==> src/rtl/gcht_pkg.sv <==
package gcht_pkg;

   localparam int TABLE_SLOTS = 8192;
   localparam int COUNT_BITS  = 8;
   localparam int SLOT_BITS   = $clog2(TABLE_SLOTS);
   localparam int REQ_BITS    = 9;
   localparam int LOAD_BITS   = 28;
   localparam int HASH_BITS   = 32;

   localparam logic [HASH_BITS-1:0]  HASH_MUL_X  = 32'h0005_0F1A;
   localparam logic [HASH_BITS-1:0]  HASH_MUL_Y  = 32'h0000_7651;
   localparam logic [REQ_BITS-1:0]   REQUEST_MAX = 9'd500;
   localparam logic [COUNT_BITS-1:0] COUNT_MAX   = '1;
   localparam logic [SLOT_BITS-1:0]  LAST_SLOT   = SLOT_BITS'(TABLE_SLOTS - 1);

   typedef enum logic [1:0] {
      OP_ADD   = 2'd0,
      OP_BUMP  = 2'd1,
      OP_FRAME = 2'd2,
      OP_LOAD  = 2'd3
   } op_type;

   typedef struct packed {
      logic                  active;
      logic                  valid;
      logic                  force_mark;
      logic [REQ_BITS-1:0]   req;
      logic [COUNT_BITS-1:0] obj;
   } slot_status_type;

   typedef struct packed {
      logic clear_step;
      logic capture;
      logic hash_mul;
      logic hash_sum;
      logic mod_step;
      logic probe_read;
      logic probe_check;
      logic bump_read;
      logic bump_write;
      logic bump_skip;
      logic sweep_step;
      logic sweep_end;
   } cmd_type;

   typedef struct packed {
      logic cnt_last;
      logic mod_done;
      logic probe_done;
      logic bump_ok;
   } stat_type;

endpackage

==> src/rtl/gcht_ctrl.sv <==
module gcht_ctrl (
   input  logic               clock,
   input  logic               reset,
   input  logic               start,
   input  logic [1:0]         req_op,
   input  gcht_pkg::stat_type stat,
   output gcht_pkg::cmd_type  cmd,
   output logic               busy
);

   typedef enum logic [10:0] {
      S_CLEAR  = 11'b000_0000_0001,
      S_IDLE   = 11'b000_0000_0010,
      S_HMUL   = 11'b000_0000_0100,
      S_HSUM   = 11'b000_0000_1000,
      S_MOD    = 11'b000_0001_0000,
      S_PRD    = 11'b000_0010_0000,
      S_PCHK   = 11'b000_0100_0000,
      S_BRD    = 11'b000_1000_0000,
      S_BCHK   = 11'b001_0000_0000,
      S_SWEEP  = 11'b010_0000_0000,
      S_SDRAIN = 11'b100_0000_0000
   } state_type;

   state_type state_ff, state_in;

   always_comb begin
      state_in = state_ff;
      cmd      = '0;
      case (state_ff)
         S_CLEAR: begin
            cmd.clear_step = 1'b1;
            if (stat.cnt_last) state_in = S_IDLE;
         end
         S_IDLE: begin
            if (start) begin
               cmd.capture = 1'b1;
               case (gcht_pkg::op_type'(req_op))
                  gcht_pkg::OP_ADD:  state_in = S_HMUL;
                  gcht_pkg::OP_BUMP: state_in = S_BRD;
                  default:           state_in = S_SWEEP;
               endcase
            end
         end
         S_HMUL: begin
            cmd.hash_mul = 1'b1;
            state_in = S_HSUM;
         end
         S_HSUM: begin
            cmd.hash_sum = 1'b1;
            state_in = S_MOD;
         end
         S_MOD: begin
            cmd.mod_step = 1'b1;
            if (stat.mod_done) state_in = S_PRD;
         end
         S_PRD: begin
            cmd.probe_read = 1'b1;
            state_in = S_PCHK;
         end
         S_PCHK: begin
            cmd.probe_check = 1'b1;
            state_in = stat.probe_done ? S_IDLE : S_PRD;
         end
         S_BRD: begin
            if (stat.bump_ok) begin
               cmd.bump_read = 1'b1;
               state_in = S_BCHK;
            end else begin
               cmd.bump_skip = 1'b1;
               state_in = S_IDLE;
            end
         end
         S_BCHK: begin
            cmd.bump_write = 1'b1;
            state_in = S_IDLE;
         end
         S_SWEEP: begin
            cmd.sweep_step = 1'b1;
            if (stat.cnt_last) state_in = S_SDRAIN;
         end
         S_SDRAIN: begin
            cmd.sweep_end = 1'b1;
            state_in = S_IDLE;
         end
         default: state_in = S_CLEAR;
      endcase
   end

   always_ff @(posedge clock) begin
      if (reset) state_ff <= S_CLEAR;
      else       state_ff <= state_in;
   end

   assign busy = (state_ff != S_IDLE);

endmodule

==> config.mk <==
export PLATFORM = sky130hd
export DESIGN_NAME = gcht_ctrl
export DESIGN_NICKNAME = d
export VERILOG_FILES = /design/src/rtl/gcht_pkg.sv /design/src/rtl/gcht_ctrl.sv
export SDC_FILE = /design/constraint.sdc
export NUM_CORES = 1
export LEC_CHECK = 0
export ABC_AREA = 0
export BUFFER_PORTS_ARGS = -buffer_cell sky130_fd_sc_hd__buf_2
export CORE_UTILIZATION = 53
export CTS_CLUSTER_SIZE = 25
export DETAILED_ROUTE_END_ITERATION = 10
export PLACE_DENSITY = 0.89
export REMOVE_ABC_BUFFERS = 1
export SLEW_MARGIN = 20
export SYNTH_ARGS = -nofsm -noshare
export SYNTH_HDL_FRONTEND = slang
export SYNTH_SLANG_ARGS = --single-unit
==> constraint.sdc <==
create_clock -name clock -period 3.26 [get_ports clock]
set_input_delay 0.326 -clock clock [delete_from_list [all_inputs] [get_ports clock]]
set_output_delay 0.326 -clock clock [all_outputs]
set_load 0.05 [all_outputs]
==> results by group, run 1 <==
Finish
  – Largest Register: state_ff
  – Max reg flops: 11
  – Top flop regs: state_ff (11)
  – Share of layout cells above drive strength 1: 0.2479
  – Synth-to-layout area growth: 18.41%
  – Final instance area: between 800 and 900 sq um
  – Nets: roughly 130
  – ANT cells: 0
  – Finished Layout Cells: 136

Logic synthesis
  – Top_reg_cell synth: dfxtp_1
  – Register bit total from synthesis: 11
  – Post-synthesis sequential area ratio: 0.2919
  – EDFF count, synth: 0
  – Yosys cell types: 35
  – Netlist Area Pre-Place: 754.5 sq um
  – Share of synthesized registers carrying an async set or reset: 0
  – Gate count after technology mapping: just under 100
  – Synth warn: 0
  – Syn Area/Cell: between 7 and 8 sq um

Placed design
  – Pre-CTS setup slack: ~1.4 ns
  – Post-DP Area: between 800 and 900 sq um
  – Port Buffers: 21
  – Final Wtd Congestion: 0.9417
  – Post-DP HPWL: 1548 microns
  – Placed cell count: 132

Timing
  – Setup slack after layout: approximately 1.1 ns
  – Post-layout minimum cycle time: around 2.2 ns
  – Max Slew Vio Count: 0
  – Final worst path period share: 0.6610
  – Final setup fails: 0
  – Final Hold Vio Count: 0
  – Setup TNS: 0 ns
  – Max Fclk: about 0.46 GHz
  – Worst slew pin tran: approximately 0.42 ns
  – Clock skew: ~0.0046 ns
  – RSZ-0062 raised after global routing: no
  – Slew headroom: 0.7198

Die
  – Site row count: 13
  – Ports: 22
  – Die area: between 1500 and 2000 sq um
  – CORE AREA: between 1000 and 1500 sq um
  – Die height: slightly below 40 microns
  – Starting Density: 0.5726
  – Die width: between 30 and 40 microns

Detailed routing
  – ANT nets after route: 0
  – Vias post-DR: between 800 and 900
  – DRT Wirelength: approximately 2000 microns
  – DRT iter0 DRCs: 55
  – DRT Pass-1 Iters: 4
  – Wire per inst: 14.85 microns
  – DRC viols: 0
  – DR vias/cell: around 6

Clock network
  – Clock Path Buffers: 2
  – H-tree depth: 1
  – Hold buffers post-CTS: 0
  – CTS tree: yes
  – CTS resizes: 0
  – Clk sinks: 11
  – Post-CTS Setup Inserts: 0
  – TritonCTS Buffers: 3
  – Root Driver: clkbuf_4
  – Clock transition at path regs: around 0.080 ns
  – Worst-Skew Late Latency: 0.28 ns

Critical path
  – CP peak stage delay: ~0.40 ns
  – CP Capture Type: primary output
  – Worst EP arrival: about 1.8 ns
  – CP required: between 2 and 3 ns
  – FF-to-FF path depth: 5
  – Crit path kind: flop to primary output
  – Slowest stage cell on the critical path: dfxtp_1
  – Crit path from: state_ff[9]
  – Crit-path max FO: 9
  – CP Cell Sequence: nor2_1, and2_1, and4_1, buf_2
  – Crit start category: flop
  – Reg-to-reg critical path startpoint: state_ff[9]

Power
  – Pwr dens: 409.0 nW/um^2
  – P_int: about 0.23 mW
  – Sw frac: 0.3807
  – Logic pwr share: 0.307
  – Leak: roughly 0.44 nW
  – Sw Pwr: 0.1391 mW
  – Maximum vdd drop: ~0.00024 V
  – Sequential power share: 0.412
  – Clock power share: 0.281

Global route
  – Global-route wire length before repair: roughly 2900 microns
  – Global route overflow: 0
  – Vias in the first global route: approximately 670
  – Met1 usage: 0.3593
  – Met2 global-route usage: 0.4672
  – Top Usage Layer GRT: met2
  – Tot GR Track Use: 0.2867
  – Initial antenna violation count: 0
  – Grt met3 use: 0.03409
  – Largest net degree at the start of global routing: 10

Job
  – Number of max-cap violations: 0

Worst hold path
  – Hold_sp: req_op[0]
  – Hold Crit Class: input port to flop
  – Hold path depth: 2

Run status
  – Status: finished, final reports clean
## worst max-delay path: cells and delay by family, from the launching register on
family	cells	cell delay, ns
flops	1	0.40
buf+inv	1	0.31
simple gates	3	0.83
## through the flow
| step | power [mW] | hold WS [ns] | util |
|---|---|---|---|
| floorplan | 0.2348 | 0.3951 | - |
| global placement | 0.2622 | 0.5095 | 0.6581 |
| detailed placement | 0.2630 | 0.5137 | 0.6581 |
| CTS | 0.3617 | 0.2160 | 0.6781 |
| global route | 0.3756 | 0.2252 | 0.6781 |
| finish | 0.3654 | 0.2117 | 0.6781 |
## cells in the mapped netlist, types with 3 or more instances
cell type | count | area (sq um)
and3_1 | 4 | 25.02
nand2_1 | 6 | 22.52
xor2_1 | 3 | 26.28
inv_1 | 7 | 26.28
a21oi_1 | 4 | 20.02
nor2_1 | 13 | 48.80
nand3_1 | 3 | 15.01
nor3_1 | 5 | 25.02
nand4_1 | 3 | 18.77
nor2b_1 | 4 | 25.02
dfxtp_1 | 11 | 220.2
## area by class of cell
| class | instances | area, sq um |
|---|---|---|
| fillers | 112 | 424.2 |
| inverters | 8 | 30.03 |
| repair buffers | 21 | 105.1 |
| well taps | 15 | 18.77 |
| multi-input cells | 77 | 493.0 |
| flip-flops and latches | 11 | 220.2 |
| clock buffers | 4 | 26.28 |
## cell usage in the layout, fill, tap and decap left out, types with 2 or more instances in the layout
cell	n
xor2_1	3
and3_1	4
nand3_1	3
nand2_1	6
nor2_1	13
nor2b_1	4
nor3b_1	2
nand2b_1	2
and4b_1	2
nor3_1	5
o21ai_0	2
buf_2	21
nand4_1	3
dfxtp_1	11
and4_1	2
a221oi_1	2
inv_1	7
nor4b_1	2
nor4_1	2
a21oi_1	4
and2b_1	2
nand3b_1	2
clkbuf_4	3
## worst paths after layout
check	end	slack [ns]
max	cmd[5]	1.11
min	state_ff[2]	0.21
max reg2reg	state_ff[7]	1.48
min reg2reg	state_ff[3]	0.60
## power groups by stage
| stage | Clock [mW] | Combinational (mW) | Sequential, mW |
|---|---|---|---|
| after floorplan | 0 | 0.0843 | 0.150 |
| after global placement | 0 | 0.110 | 0.153 |
| after detailed placement | 0 | 0.110 | 0.153 |
| after CTS | 0.101 | 0.111 | 0.150 |
| after global routing | 0.104 | 0.120 | 0.152 |
| final | 0.103 | 0.112 | 0.151 |
## kinds of logic after synthesis
| family | synth area share |
|---|---|
| buffers and inverters | 0.05473 |
| flip-flops | 0.2919 |
| AO/OA/AOI/OAI | 0.1145 |
| AND/OR/NAND/NOR | 0.4925 |
| XOR/XNOR | 0.04644 |
## layer usage
layer / vias to the layer above / share of wire
met1: 375 / 0.45
met3: 7 / 0.068
met4: 0 / 0.031
met5: - / 0
li1: 400 / -
met2: 43 / 0.45
Power figures use the tool's default switching activity.
==> inputs of run 2 (changes only) <==
Settings changed: ABC_AREA 0 to 1, CORE_UTILIZATION 53 to 49, PLACE_DENSITY 0.89 to 0.84.
Clock period 3.26 ns to 2.2 ns, I/O delays scaled along.
==> run 2 against run 1 <==
Net effect: power is 140% higher; global-route usage is 4.3 points lower; wire length is 19% lower; largest cell class unchanged; critical path depth is 2 higher; synthesized cell count is 25% higher; clock skew hardly changed; sequential power is 67% higher.
==> results by group, run 2 <==
Detailed routing
  – Vias post-DR: 799 (was 825)
  – DRC viols: 0 (unchanged)
  – DR vias/cell: 5.025 (was 6.066)
  – DRT Pass-1 Iters: 4 (unchanged)
  – DRT Wirelength: 1645 microns (was 2019 microns)
  – Wire per inst: 10.35 microns (was 14.85 microns)
  – DRT iter0 DRCs: 20 (was 55)
  – ANT nets after route: 0 (unchanged)

Logic synthesis
  – Mux cell area share after synthesis: 0 (unchanged)
  – Post-synthesis sequential area ratio: 0.2938 (was 0.2919)
  – Simple-Gate Fraction of Synth Area: 0.5259 (was 0.4925)
  – Most frequent cell after synthesis: inv_1 (was nor2_1)
  – Post-synth top area cell: dfxtp_1 (unchanged)
  – Gate count after technology mapping: 121 (was 97)
  – Post-synth top cells: 27 x inv_1, 25 x nand2_1, 11 x dfxtp_1, 11 x nor3_1 (was 13 x nor2_1, 11 x dfxtp_1, 7 x inv_1)
  – Synth area leaders: dfxtp_1 29%, inv_1 14%, nand2_1 13% (was dfxtp_1 29%, nor2_1 6.5%, inv_1 3.5%)
  – Compound-Gate Fraction of Synth Area: 0.02003 (was 0.1144)
  – EDFF count, synth: 0 (unchanged)
  – Yosys cell types: 18 (was 35)
  – Post-Synth Adder-Cell Area: 0 (unchanged)
  – Xor and xnor area share after synthesis: 0 (was 0.04643)
  – Netlist Area Pre-Place: 749.5 sq um (was 754.5 sq um)
  – Share of synthesized registers carrying an async set or reset: 0 (unchanged)
  – Syn Area/Cell: 6.194 sq um (was 7.778 sq um)
  – Synth warn: 0 (unchanged)
  – Post-synth top area share: 0.2938 (was 0.2919)
  – Largest family of logic cells by synthesized area: simple AND/OR/NAND/NOR gates (unchanged)
  – Register bit total from synthesis: 11 (unchanged)
  – Top_reg_cell synth: dfxtp_1 (unchanged)

Finish
  – Share of layout cells above drive strength 1: 0.3264 (was 0.2479)
  – Most common cell after layout, fill and taps aside: inv_1 (was buf_2)
  – Top flop regs: state_ff (11) (unchanged)
  – Most frequent cells in the layout: 27 x inv_1, 25 x nand2_1, 21 x buf_2 (was 21 x buf_2, 13 x nor2_1, 11 x dfxtp_1)
  – Post-route core utilization: 0.6474 (was 0.6781)
  – Nets: 154 (was 131)
  – Max reg flops: 11 (unchanged)
  – Synth-to-layout area growth: 18.03% (was 18.41%)
  – Largest Register: state_ff (unchanged)
  – ANT cells: 0 (unchanged)

Clock network
  – CTS resizes: 0 (unchanged)
  – H-tree depth: 1 (unchanged)
  – Clk sinks: 11 (unchanged)
  – Worst-Skew Late Latency: 0.27 ns (was 0.28 ns)
  – TritonCTS Buffers: 3 (unchanged)
  – Clock transition at path regs: 0.07 ns (was 0.08 ns)
  – CTS tree: yes (unchanged)
  – Clock Path Buffers: 2 (unchanged)
  – Root Driver: clkbuf_4 (unchanged)
  – Post-CTS Setup Inserts: 0 (unchanged)
  – Hold buffers post-CTS: 0 (unchanged)

Power
  – Leak: 0.5245 nW (was 0.4379 nW)
  – Design Power: 0.8803 mW (was 0.3654 mW)
  – Logic pwr share: 0.555 (was 0.307)
  – Sequential power share: 0.287 (was 0.412)
  – Pwr dens: 995.2 nW/um^2 (was 409.0 nW/um^2)
  – Sw Pwr: 0.4463 mW (was 0.1391 mW)
  – Clock power share: 0.158 (was 0.281)
  – Sw frac: 0.5070 (was 0.3807)
  – P_int: 0.4340 mW (was 0.2263 mW)
  – Maximum vdd drop: 0.0004897 V (was 0.0002372 V)

Critical path
  – CP peak stage delay: 0.38 ns (was 0.40 ns)
  – CP Capture Type: primary output (unchanged)
  – CP Cell Sequence: nor2_2, nand2_2, nor2_4, nand2_1, nor2_1, buf_2 (was nor2_1, and2_1, and4_1, buf_2)
  – CP required: 1.98 ns (was 2.93 ns)
  – Crit-path max FO: 7 (was 9)
  – Crit path buf inv count: 1 (unchanged)
  – Crit path kind: flop to primary output (unchanged)
  – Critical path's top delay family: simple AND/OR/NAND/NOR gates (unchanged)
  – Slowest stage cell on the critical path: dfxtp_1 (unchanged)
  – Crit start category: flop (unchanged)
  – Worst EP arrival: 1.59 ns (was 1.83 ns)

Job
  – Number of max-cap violations: 0 (unchanged)

Die
  – Die width: 41.11 microns (was 39.73 microns)
  – CORE AREA: 1366 sq um (was 1318 sq um)
  – Die area: 1690 sq um (was 1578 sq um)
  – Starting Density: 0.5485 (was 0.5726)
  – Die height: 41.11 microns (was 39.73 microns)
  – Ports: 22 (unchanged)
  – Site row count: 13 (unchanged)

Global route
  – Tot GR Track Use: 0.2433 (was 0.2867)
  – Global-route wire length before repair: 2656 microns (was 2925 microns)
  – Initial antenna violation count: 0 (unchanged)
  – Largest net degree at the start of global routing: 13 (was 10)
  – Vias in the first global route: 725 (was 671)
  – Global route overflow: 0 (unchanged)

Timing
  – Final worst path period share: 0.8208
  – RSZ-0062 raised after global routing: no (unchanged)
  – Setup TNS: 0 ns (unchanged)
  – Post-layout minimum cycle time: 1.806 ns
  – Clock skew: 0.004255 ns (was 0.004610 ns)
  – Fin Hold WS: 0.1967 ns (was 0.2117 ns)
  – Final setup fails: 0 (unchanged)
  – Slew headroom: 0.8055 (was 0.7198)
  – Final Hold Vio Count: 0 (unchanged)
  – Max Fclk: between 0.5 and 0.6 GHz
  – Worst slew pin tran: 0.2915 ns (was 0.4188 ns)
  – Max Slew Vio Count: 0 (unchanged)

Placed design
  – Port Buffers: 21 (unchanged)
  – Post-DP HPWL: 1314 microns (was 1548 microns)
  – Final Wtd Congestion: 0.9203 (was 0.9417)

Run status
  – Status: finished, final reports clean (unchanged)

Worst hold path
  – Hold Crit Class: input port to flop (unchanged)
==> run 2: changes by cell type in the layout (fill, tap and decap cells not counted), moves of 3 or more <==
cell     previous run  this run
nand4_1             3         0
a21oi_1             4         1
and3_1              4         1
xor2_1              3         0
inv_1               7        27
nor3_1              5        11
nor2_2              0        10
nor2b_1             4         0
nand2_1             6        25
nor2_1             13        10
nand2_2             0         8
nand3_1             3         6
==> run 2: layout make-up <==
class                   instances  area (sq um)
flip-flops and latches         11         220.2
repair buffers                 21         105.1
well taps                      15         18.77
clock buffers                   4         26.28
inverters                      28         105.1
multi-input cells              80         409.1
fillers                       131         481.7
==> run 2: cell families after synthesis <==
logic type      count (synthesis)
simple gates                   77
flops                          11
buf+inv                        30
compound gates                  3
==> run 2: stage by stage <==
stage | setup WS, ns | cells | instance area (sq um)
detailed placement | 0.6919 | 155 | 858.3
global route | 0.2275 | 159 | 884.6
floorplan | -0.1993 | 119 | 734.5
finish | 0.3943 | 159 | 884.6
global placement | 0.7439 | 155 | 858.3
CTS | 0.3842 | 159 | 884.6
==> run 2: routing by layer <==
metal / global-route usage / up-vias / part of all wire
li1: - / 412 / -
met1: 0.2370 / 350 / 0.41
met4: 0.05645 / 0 / 0.0097
met3: 0.1087 / 4 / 0.077
met5: 0 / - / 0
met2: 0.4609 / 33 / 0.50
==> run 2: final timing paths <==
path,from,to,slack [ns],cells after the start
worst min register to register,state_ff[0],state_ff[0],0.54,2
worst min-delay path,req_op[0],state_ff[7],0.20,3
worst max register to register,state_ff[9],state_ff[4],0.69,10
worst max-delay path,state_ff[9],cmd[10],0.39,6
==> run 2: worst reg2reg max path, cell delays in order, from the launching register on <==
cell and delay (ns):
dfxtp_1 0.38, nor2_2 0.12, nand2_2 0.08, nor2_4 0.17, nand2_2 0.09, nand2_1 0.08, nand2_2 0.06, nand3_2 0.22
nand2_1 0.08, nand2_1 0.09, nor2_2 0.03
==> run 2: power groups by stage <==
stage / logic (mW) / registers (mW) / clock network [mW]
2_1_floorplan: 0.396 / 0.251 / 0
3_3_place_gp: 0.477 / 0.254 / 0
3_5_place_dp: 0.486 / 0.256 / 0
4_1_cts: 0.490 / 0.252 / 0.143
5_1_grt: 0.552 / 0.254 / 0.155
6_report: 0.489 / 0.252 / 0.139
